`config.mk`:
```
export PLATFORM = sky130hd
export DESIGN_NAME = motor_command_frame_builder
export DESIGN_NICKNAME = d
export VERILOG_FILES = /design/src/design/mcfb_pkg.sv /design/src/design/mcfb_front.sv /design/src/design/mcfb_back.sv /design/src/design/motor_command_frame_builder.sv
export SDC_FILE = /design/constraint.sdc
export NUM_CORES = 1
export LEC_CHECK = 0
export BUFFER_PORTS_ARGS = -buffer_cell sky130_fd_sc_hd__buf_2
export CAP_MARGIN = 10
export CORE_UTILIZATION = 60
export DETAILED_ROUTE_END_ITERATION = 10
export PLACE_DENSITY = 0.8
export SLEW_MARGIN = 30
export SYNTH_ARGS = -nofsm -noshare
export SYNTH_HDL_FRONTEND = slang
export SYNTH_HIERARCHICAL = 1
export SYNTH_SLANG_ARGS = --single-unit
```
`constraint.sdc`:
```
create_clock -name clk_i -period 3.45 [get_ports clk_i]
set_clock_uncertainty 0.1 [all_clocks]
set_input_delay 0.345 -clock clk_i [delete_from_list [all_inputs] [get_ports clk_i]]
set_output_delay 0.345 -clock clk_i [all_outputs]
set_load 0.1 [all_outputs]
```
`src/design/mcfb_pkg.sv`:
```
// Shared types, constants and the byte-wise CRC-16 update for the frame builder.
package mcfb_pkg;

  localparam logic [7:0]  FrameStart   = 8'hFF;
  localparam logic [7:0]  FrameLength  = 8'h07;
  localparam logic [15:0] CrcInit      = 16'hFFFF;
  localparam logic [15:0] CrcPoly      = 16'hA001;

  localparam int unsigned FrameBytes   = 9;
  localparam int unsigned IdxWidth     = $clog2(FrameBytes);
  localparam int unsigned QueueDepth   = 2;
  localparam int unsigned QPtrWidth    = $clog2(QueueDepth);
  localparam int unsigned QCntWidth    = $clog2(QueueDepth + 1);

  localparam logic [IdxWidth-1:0] IdxStart  = IdxWidth'(0);
  localparam logic [IdxWidth-1:0] IdxLength = IdxWidth'(1);
  localparam logic [IdxWidth-1:0] IdxLeft   = IdxWidth'(2);
  localparam logic [IdxWidth-1:0] IdxPadL   = IdxWidth'(3);
  localparam logic [IdxWidth-1:0] IdxRight  = IdxWidth'(4);
  localparam logic [IdxWidth-1:0] IdxPadR   = IdxWidth'(5);
  localparam logic [IdxWidth-1:0] IdxFlags  = IdxWidth'(6);
  localparam logic [IdxWidth-1:0] IdxCrcLo  = IdxWidth'(7);
  localparam logic [IdxWidth-1:0] IdxCrcHi  = IdxWidth'(8);

  typedef struct packed {
    logic [7:0] left_speed;
    logic [7:0] right_speed;
    logic [7:0] flags;
  } cmd_t;

  typedef struct packed {
    logic take;
  } q_ctrl_t;

  function automatic logic [15:0] crc16_byte(input logic [15:0] crc_in,
                                             input logic [7:0]  data);
    logic [15:0] crc;
    crc = crc_in ^ {8'h00, data};
    for (int b = 0; b < 8; b++) begin
      if (crc[0]) begin
        crc = (crc >> 1) ^ CrcPoly;
      end else begin
        crc = crc >> 1;
      end
    end
    return crc;
  endfunction

endpackage

```
`src/design/mcfb_front.sv`:
```
// Front end: takes drive commands, forms the flags byte and holds them in a short queue.
module mcfb_front (
  input  logic                clk_i,
  input  logic                rst_ni,
  input  logic                push,
  output logic                full,
  input  logic [7:0]          left_speed_i,
  input  logic [7:0]          right_speed_i,
  input  logic                left_forward_i,
  input  logic                right_forward_i,
  input  mcfb_pkg::q_ctrl_t   ctrl_i,
  output logic                cmd_valid_o,
  output mcfb_pkg::cmd_t      cmd_o
);

  mcfb_pkg::cmd_t                          entry_q [mcfb_pkg::QueueDepth];
  logic [mcfb_pkg::QPtrWidth-1:0]          wr_ptr_q, wr_ptr_d;
  logic [mcfb_pkg::QPtrWidth-1:0]          rd_ptr_q, rd_ptr_d;
  logic [mcfb_pkg::QCntWidth-1:0]          cnt_q, cnt_d;
  mcfb_pkg::cmd_t                          new_cmd;
  logic                                    wr_en;
  logic                                    rd_en;

  assign full        = (cnt_q == mcfb_pkg::QCntWidth'(mcfb_pkg::QueueDepth));
  assign cmd_valid_o = (cnt_q != '0);
  assign cmd_o       = entry_q[rd_ptr_q];
  assign wr_en       = push && !full;
  assign rd_en       = ctrl_i.take && cmd_valid_o;

  always_comb begin
    new_cmd.left_speed  = left_speed_i;
    new_cmd.right_speed = right_speed_i;
    new_cmd.flags       = {1'b0, left_forward_i, 1'b0, right_forward_i, 4'b0000};
  end

  always_comb begin
    wr_ptr_d = wr_ptr_q;
    rd_ptr_d = rd_ptr_q;
    cnt_d    = cnt_q;
    if (wr_en) begin
      wr_ptr_d = wr_ptr_q + 1'b1;
    end
    if (rd_en) begin
      rd_ptr_d = rd_ptr_q + 1'b1;
    end
    if (wr_en && !rd_en) begin
      cnt_d = cnt_q + 1'b1;
    end else if (!wr_en && rd_en) begin
      cnt_d = cnt_q - 1'b1;
    end
  end

  always_ff @(posedge clk_i or negedge rst_ni) begin
    if (!rst_ni) begin
      wr_ptr_q <= '0;
      rd_ptr_q <= '0;
      cnt_q    <= '0;
    end else begin
      wr_ptr_q <= wr_ptr_d;
      rd_ptr_q <= rd_ptr_d;
      cnt_q    <= cnt_d;
    end
  end

  always_ff @(posedge clk_i) begin
    if (wr_en) begin
      entry_q[wr_ptr_q] <= new_cmd;
    end
  end

  assert property (@(posedge clk_i) disable iff (!rst_ni)
    cnt_q <= mcfb_pkg::QCntWidth'(mcfb_pkg::QueueDepth))
    else $error("Command queue count exceeds its depth.");

  assert property (@(posedge clk_i) disable iff (!rst_ni)
    (wr_en && !rd_en) |=> (cnt_q == $past(cnt_q) + 1'b1))
    else $error("Command queue count did not grow on a lone write.");

  assert property (@(posedge clk_i) disable iff (!rst_ni)
    (wr_en && rd_en) |=> $stable(cnt_q))
    else $error("Command queue count moved on a simultaneous read and write.");

endmodule

```
`src/design/mcfb_back.sv`:
```
// Back end: serializes one command into the nine-byte frame and folds the CRC in byte by byte.
module mcfb_back (
  input  logic                clk_i,
  input  logic                rst_ni,
  input  logic                cmd_valid_i,
  input  mcfb_pkg::cmd_t      cmd_i,
  output mcfb_pkg::q_ctrl_t   ctrl_o,
  output logic                empty,
  input  logic                pop,
  output logic [7:0]          frame_byte_o,
  output logic                frame_last_o
);

  logic                              busy_q, busy_d;
  logic [mcfb_pkg::IdxWidth-1:0]     idx_q, idx_d;
  logic [15:0]                       crc_q, crc_d;
  mcfb_pkg::cmd_t                    cmd_q;
  logic                              out_fire;
  logic                              at_last;
  logic                              load;
  logic [7:0]                        cur_byte;

  assign at_last  = (idx_q == mcfb_pkg::IdxCrcHi);
  assign empty    = !busy_q;
  assign out_fire = pop && busy_q;
  assign load     = cmd_valid_i && (!busy_q || (out_fire && at_last));

  assign ctrl_o.take  = load;

  always_comb begin
    case (idx_q)
      mcfb_pkg::IdxStart:  cur_byte = mcfb_pkg::FrameStart;
      mcfb_pkg::IdxLength: cur_byte = mcfb_pkg::FrameLength;
      mcfb_pkg::IdxLeft:   cur_byte = cmd_q.left_speed;
      mcfb_pkg::IdxPadL:   cur_byte = 8'h00;
      mcfb_pkg::IdxRight:  cur_byte = cmd_q.right_speed;
      mcfb_pkg::IdxPadR:   cur_byte = 8'h00;
      mcfb_pkg::IdxFlags:  cur_byte = cmd_q.flags;
      mcfb_pkg::IdxCrcLo:  cur_byte = crc_q[7:0];
      mcfb_pkg::IdxCrcHi:  cur_byte = crc_q[15:8];
      default:             cur_byte = 8'h00;
    endcase
  end

  assign frame_byte_o = cur_byte;
  assign frame_last_o = at_last;

  always_comb begin
    busy_d = busy_q;
    idx_d  = idx_q;
    crc_d  = crc_q;
    if (load) begin
      busy_d = 1'b1;
      idx_d  = mcfb_pkg::IdxStart;
      crc_d  = mcfb_pkg::CrcInit;
    end else if (out_fire) begin
      if (at_last) begin
        busy_d = 1'b0;
      end else begin
        idx_d = idx_q + 1'b1;
      end
      if (idx_q inside {[mcfb_pkg::IdxLength : mcfb_pkg::IdxFlags]}) begin
        crc_d = mcfb_pkg::crc16_byte(crc_q, cur_byte);
      end
    end
  end

  always_ff @(posedge clk_i or negedge rst_ni) begin
    if (!rst_ni) begin
      busy_q <= 1'b0;
      idx_q  <= mcfb_pkg::IdxStart;
    end else begin
      busy_q <= busy_d;
      idx_q  <= idx_d;
    end
  end

  always_ff @(posedge clk_i) begin
    crc_q <= crc_d;
    if (load) begin
      cmd_q <= cmd_i;
    end
  end

  assert property (@(posedge clk_i) disable iff (!rst_ni)
    busy_q |-> (idx_q <= mcfb_pkg::IdxCrcHi))
    else $error("Frame byte index ran past the last byte.");

  assert property (@(posedge clk_i) disable iff (!rst_ni)
    (out_fire && !at_last) |=> (busy_q && idx_q == $past(idx_q) + 1'b1))
    else $error("Frame byte index did not advance after a transaction.");

  assert property (@(posedge clk_i) disable iff (!rst_ni)
    (out_fire && at_last && !cmd_valid_i) |=> !busy_q)
    else $error("Frame stayed busy after its last byte with no command queued.");

  assert property (@(posedge clk_i) disable iff (!rst_ni)
    (busy_q && !pop) |=> ($stable(idx_q) && busy_q))
    else $error("Frame position moved while the output was stalled.");

endmodule

```
`src/design/motor_command_frame_builder.sv`:
```
// Top level of the motor command frame builder: command queue front end and frame serializer.
//
//   channel   direction  handshake       payload
//   command   in         push / full     left_speed_i, right_speed_i, left_forward_i,
//                                        right_forward_i
//   frame     out        empty / pop     frame_byte_o, frame_last_o
//
// Each command yields nine frame bytes, one per cycle while pop is held high.
// The serializer in the back end sets the byte rate; the CRC takes in each popped byte from length to flags.
// A two-entry command queue lets new commands be taken while a frame is still going out.
// Reset empties the queue and the serializer; a stalled pop holds the current byte.
module motor_command_frame_builder (
  input  logic       clk_i,
  input  logic       rst_ni,
  input  logic       push,
  output logic       full,
  input  logic [7:0] left_speed_i,
  input  logic [7:0] right_speed_i,
  input  logic       left_forward_i,
  input  logic       right_forward_i,
  output logic       empty,
  input  logic       pop,
  output logic [7:0] frame_byte_o,
  output logic       frame_last_o
);

  mcfb_pkg::q_ctrl_t ctrl;
  mcfb_pkg::cmd_t    cmd;
  logic              cmd_valid;

  mcfb_front u_front (
    .clk_i           (clk_i),
    .rst_ni          (rst_ni),
    .push            (push),
    .full            (full),
    .left_speed_i    (left_speed_i),
    .right_speed_i   (right_speed_i),
    .left_forward_i  (left_forward_i),
    .right_forward_i (right_forward_i),
    .ctrl_i          (ctrl),
    .cmd_valid_o     (cmd_valid),
    .cmd_o           (cmd)
  );

  mcfb_back u_back (
    .clk_i        (clk_i),
    .rst_ni       (rst_ni),
    .cmd_valid_i  (cmd_valid),
    .cmd_i        (cmd),
    .ctrl_o       (ctrl),
    .empty        (empty),
    .pop          (pop),
    .frame_byte_o (frame_byte_o),
    .frame_last_o (frame_last_o)
  );

endmodule
```
==> results_dict.tcl, run 1 <==
set metrics [dict create \
    die_area_um2 7040 \
    drv_cap 0 \
    via_per_inst 5.79 \
    synth_top_cells_by_area "edfxtp_1, dfxtp_1, dfrtp_1, mux2_4, xnor2_1" \
    grt_overflow 0 \
    startpoint_type "register" \
    synth-seq-cells 85 \
    yosysTopAreaCell "edfxtp_1" \
    tns_ns 0 \
    synth_mux_area_share_pct 8.18 \
    pin_count 33 \
    crit_path_frequent_cell "xnor3_1" \
    reg2reg_to "u_back/crc_q[0]" \
    path_clk_slew_ns 0.09 \
    synthAdderAreaFrac_pct 1.56 \
    post-place-ws_ns 0.427 \
    syn-cell-area_um2 4020 \
    tightest_slew_ns 0.977 \
    finalWeightedCongestion 0.869 \
    antenna_found_initial 0 \
    rows 29 \
    routed_wl_mm 6.86 \
    finalCritPeriodShare_pct 88.1 \
    firstDrtPassIters 8 \
    final_net_count 367 \
    rrSetupSlack_ns 0.41 \
    wl_per_cell_um 16.3 \
    violations "DRC" \
    diodes 0 \
    synth_cell_types 58 \
    layout_common_cells "edfxtp_1, buf_2, nand2_1" \
    fin_ws_ns 0.411 \
    synthToLayoutAreaGrowth_pct 11.7 \
    synth_compound_area_share_pct 13.0 \
    crit_end "u_back/crc_q[0]" \
    path_buf_inv 2 \
    postCtsSetupBuffers 0 \
    cts_resized 0 \
    tritoncts "yes" \
    h-tree-depth 3 \
    die_w_um 83.9 \
    fin_crit_ns 3.04 \
    drv_slew 0 \
    synthFlopType "edfxtp_1" \
    path_depth 10 \
    synth_top_family_by_area "compound AO/OA/AOI/OAI gates" \
    r2r_cells 10 \
    root_buffer "clkbuf_8" \
    n_fill_cell 436 \
    min_path_type "input port to register" \
    crit_path_end_kind "register" \
    hold_viol 0 \
    cts_sinks 85 \
    dpl.hpwl_mm 4.64 \
    final_common_cell "edfxtp_1" \
    via_count 2444 \
    critPathMaxFanout 8 \
    insertion_delay_ns 0.35 \
    cp_top_family "XOR/XNOR gates" \
    cts_buffer_depth 2 \
    die_h_um 83.9 \
    worstSetupPathType "register to register" \
    max_stage_delay_ns 0.43 \
    initial_core_util_pct 62.6 \
    ys_seq_area_share_pct 58.4 \
    synthCells 301 \
    path_cells "inv_1, ha_1, buf_4, a222oi_1, o22ai_2, xnor3_1, xor2_1, xnor3_1, xnor2_1, o211ai_1" \
    hold_buffers 1 \
    grt_pass1_wl_mm 11.1 \
    grtUsageTotal_pct 20.9 \
    cpMaxStageDelayCell "dfrtp_1" \
    crit_required_ns 3.59 \
    synth_simple_gate_area_share_pct 7.22 \
    synthArstFlopShare_pct 10.6 \
    drc 2 \
    critPathArrivalTime_ns 3.18 \
    grt_pass1_vias 2302 \
    drive_gt1_share_pct 27.8 \
    final-setup-viol-count 0 \
    port_buffers 32 \
    synth_xor_area_share_pct 6.72 \
    rsz0062_at_grt "no" \
    status "finished, violations left" \
    ys_warn_count 6 \
    ant_nets 0 \
    avgSynthCellArea_um2 13.4 \
    fmax_mhz 329 \
    r2r-start "u_back/idx_q[0]" \
    grt_max_degree 26 \
    cts_buffers 9 \
    drt_iter0_markers 226 \
    synth_top_area_share_pct 44.8 \
    critPathLaunch "u_back/idx_q[0]" \
    synth_enable_flop_cells 60 \
    core_area_um2 6420 \
    relSlewSlack_pct 34.8 \
]
==> cells in the mapped netlist (3+ instances only) <==
master	instances
mux2i_1	7
nand3_1	5
ha_1	5
o211ai_1	10
nor2_1	8
xor2_1	9
a21oi_1	6
clkbuf_1	4
inv_2	3
a22oi_1	4
a22o_1	9
nand2b_1	8
edfxtp_1	60
inv_1	11
mux2_2	9
dfrtp_1	9
o21ai_0	7
buf_4	9
mux2_4	9
buf_2	4
dfxtp_1	16
nand2_1	29
xnor2_1	13
==> final cells by class <==
cell class | count | area, um^2 | area share, %
multi-input cells | 187 | 1500 | 33.4
well taps | 77 | 96.3 | 2.14
repair buffers | 43 | 245 | 5.46
inverters | 14 | 52.6 | 1.17
flip-flops and latches | 85 | 2350 | 52.3
clock buffers | 9 | 124 | 2.76
clock inverters | 7 | 126 | 2.81
==> worst reg2reg max path, stage by stage, from the launching register on <==
cell and delay, ns:
dfrtp_1 0.43, inv_1 0.12, ha_1 0.30, buf_4 0.20, a222oi_1 0.38, o22ai_2 0.17
xnor3_1 0.42, xor2_1 0.27, xnor3_1 0.29, xnor2_1 0.17, o211ai_1 0.09
==> metrics by stage <==
stage / cells / util [%] / hold slack, ns / instance area (um^2)
final: 422 / 69.9 / 0.0682 / 4490
after global routing: 422 / 69.9 / 0.0451 / 4490
after CTS: 422 / 69.9 / 0.0551 / 4490
after detailed placement: 405 / 65.9 / 0.109 / 4230
after global placement: 405 / 65.9 / 0.105 / 4230
after floorplan: 306 / - / -0.0506 / 4040
==> cell families after synthesis <==
| kind of cell | after synthesis |
|---|---|
| adders and majority gates | 5 |
| AOI/OAI and AO/OA | 64 |
| and+or+nand+nor | 60 |
| other | 1 |
| buffers and inverters | 34 |
| muxes | 26 |
| DFF | 85 |
| xor gates and xnor gates | 26 |
==> worst min path at each step <==
| stage | start | end | slack, ns | cells after the start |
|---|---|---|---|---|
| 3_5_place_dp | rst_ni | u_front/wr_ptr_q | 0.11 | 1 |
| 5_1_grt | right_speed_i[4] | u_front/entry_q[1][6] | 0.05 | 1 |
| 6_report | right_speed_i[4] | u_front/entry_q[1][6] | 0.07 | 1 |
| 3_3_place_gp | rst_ni | u_front/wr_ptr_q | 0.11 | 1 |
| 2_1_floorplan | rst_ni | u_back/busy_q | -0.05 | 0 |
| 4_1_cts | right_speed_i[4] | u_front/entry_q[0][6] | 0.06 | 1 |
==> registers in the layout, summed over array words and instances, names as in the netlist <==
register,flops
u_front/entry_q,36
u_front/rd_ptr_q,1
u_back/crc_q,16
u_front/wr_ptr_q,1
u_back/cmd_q,24
u_front/cnt_q,2
u_back/idx_q,4
u_back/busy_q,1
==> layer usage <==
metal	global-route usage [%]	up-vias	wire length [um]
met5	0	-	0
met4	9.72	0	128
met3	5.04	12	342
met2	32.2	81	3250
met1	28.1	1185	3140
li1	-	1166	-
Power of run 1 is not shown: default switching activity piles up to over one toggle a cycle in this logic, so the estimate is an artifact.
==> run 2: changes to the inputs <==
--- a/config.mk
+++ b/config.mk
@@ -10,6 +10,7 @@
 export CORE_UTILIZATION = 60
 export DETAILED_ROUTE_END_ITERATION = 10
 export PLACE_DENSITY = 0.8
+export SETUP_SLACK_MARGIN = 0.5
 export SLEW_MARGIN = 30
 export SYNTH_ARGS = -nofsm -noshare
 export SYNTH_HDL_FRONTEND = slang
==> results_dict.tcl, run 2 (synthesized netlist as in run 1, its figures left out) <==
set metrics [dict create \
    status "finished, violations left" \
    violations "DRC" \
    die_w_um 83.9 \
    drc 2 \
    pin_count 33 \
    insertion_delay_ns 0.35 \
    die_area_um2 7040 \
    core_area_um2 6420 \
    rows 29 \
    root_buffer "clkbuf_8" \
    drive_gt1_share_pct 34.3 \
    cts_sinks 85 \
    grt_pass1_wl_mm 11.8 \
    initial_core_util_pct 62.6 \
    crit_required_ns 3.56 \
    reg_top3 "u_front/entry_q (36), u_back/cmd_q (24), u_back/crc_q (16)" \
    max_stage_delay_ns 0.44 \
    finalCritPeriodShare_pct 84.8 \
    synthToLayoutAreaGrowth_pct 14.9 \
    final_net_count 378 \
    tritoncts "yes" \
    port_buffers 32 \
    crit_path_end_kind "register" \
    tns_ns 0 \
    grt_pass1_vias 2422 \
    cp_top_family "compound AO/OA/AOI/OAI gates" \
    fmax_mhz 342 \
    final-setup-viol-count 0 \
    path_clk_slew_ns 0.09 \
    critPathArrivalTime_ns 3.04 \
    wl_per_cell_um 16.8 \
    grt_overflow 0 \
    diodes 0 \
    hold_viol 0 \
    fin_hold_ws_ns 0.0738 \
    routed_wl_mm 7.26 \
    startpoint_type "register" \
    drt_iter0_markers 213 \
    finalWeightedCongestion 0.888 \
    cpMaxStageDelayCell "dfrtp_2" \
    path_cells "clkinvlp_4, ha_4, buf_12, a211o_1, o2111ai_2, a21oi_2, a31oi_4, xor2_4, xnor3_1, xnor2_1, o211ai_1" \
    worstSetupPathType "register to register" \
    via_count 2513 \
    tightest_slew_ns 0.928 \
    h-tree-depth 3 \
    critPathMaxFanout 7 \
    rsz0062_at_grt "yes" \
    grtUsageTotal_pct 22.3 \
    placed_cells 401 \
    largest_register_ffs 36 \
    min_path_type "input port to register" \
    die_h_um 83.9 \
    grt_max_degree 26 \
    drv_slew 0 \
    firstDrtPassIters 8 \
    drv_cap 0 \
    layout_common_cells "edfxtp_1, buf_2, nand2_1" \
    dpl.hpwl_mm 4.93 \
    final_common_cell "edfxtp_1" \
    worstHoldStart "right_forward_i" \
    cts_buffer_depth 2 \
    fin_crit_ns 2.93 \
    cts_buffers 9 \
    r2r-start "u_back/idx_q[0]" \
    path_buf_inv 2 \
    final_cells 433 \
    relSlewSlack_pct 38.1 \
    max_flop_register "u_front/entry_q" \
    via_per_inst 5.80 \
    critPathLaunch "u_back/idx_q[0]" \
    ant_nets 0 \
    antenna_found_initial 0 \
]
-- run 2: layout make-up --
class / count / area, um^2
timing repair buffer: 54 / 348
fill: 411 / 1800
multi-input combinational: 187 / 1590
tap: 77 / 96.3
sequential: 85 / 2350
clock inverter: 6 / 47.5
inverter: 14 / 60.1
clock buffer: 10 / 128
-- run 2: what timing repair did --
item | 4_1_cts | 5_1_grt
resized for setup | 6 | 10
buffers inserted | 1 | 14
hold endpoints to repair | 9 | 0
pin swaps | 1 | 6
hold buffers | 1 | 0
endpoints found under the setup margin | 5 | 3
gates cloned | 0 | 0
-- run 2: path summary, 6_finish.rpt --
| check | to | slack [ns] | cells after the start |
|---|---|---|---|
| worst max-delay path | u_back/crc_q[0] | 0.52 | 11 |
| worst min-delay path | u_front/entry_q[0][0] | 0.07 | 1 |
| worst max register to register | u_back/crc_q[0] | 0.52 | 11 |
| worst min register to register | u_back/crc_q[15] | 0.38 | 2 |
| max in group asynchronous | u_back/idx_q[1] | 2.77 | 2 |
| min in group asynchronous | u_front/wr_ptr_q | 0.27 | 2 |
-- run 2: per-stage QoR --
| step | setup WS [ns] | utilization (%) | area [um^2] |
|---|---|---|---|
| detailed placement | 0.260 | 65.9 | 4230 |
| floorplan | 0.488 | - | 4070 |
| global placement | 0.364 | 65.9 | 4230 |
| CTS | 0.520 | 69.4 | 4460 |
| global route | 0.359 | 72.0 | 4620 |
| finish | 0.524 | 72.0 | 4620 |
-- run 2: layer usage --
| metal | GRT usage, % | share of wire, % |
|---|---|---|
| met5 | 0 | 0 |
| met2 | 34.9 | 49 |
| met3 | 6.33 | 5.7 |
| met4 | 10.2 | 2.3 |
| met1 | 29.1 | 43 |
Power of run 2 is left out for the same reason.
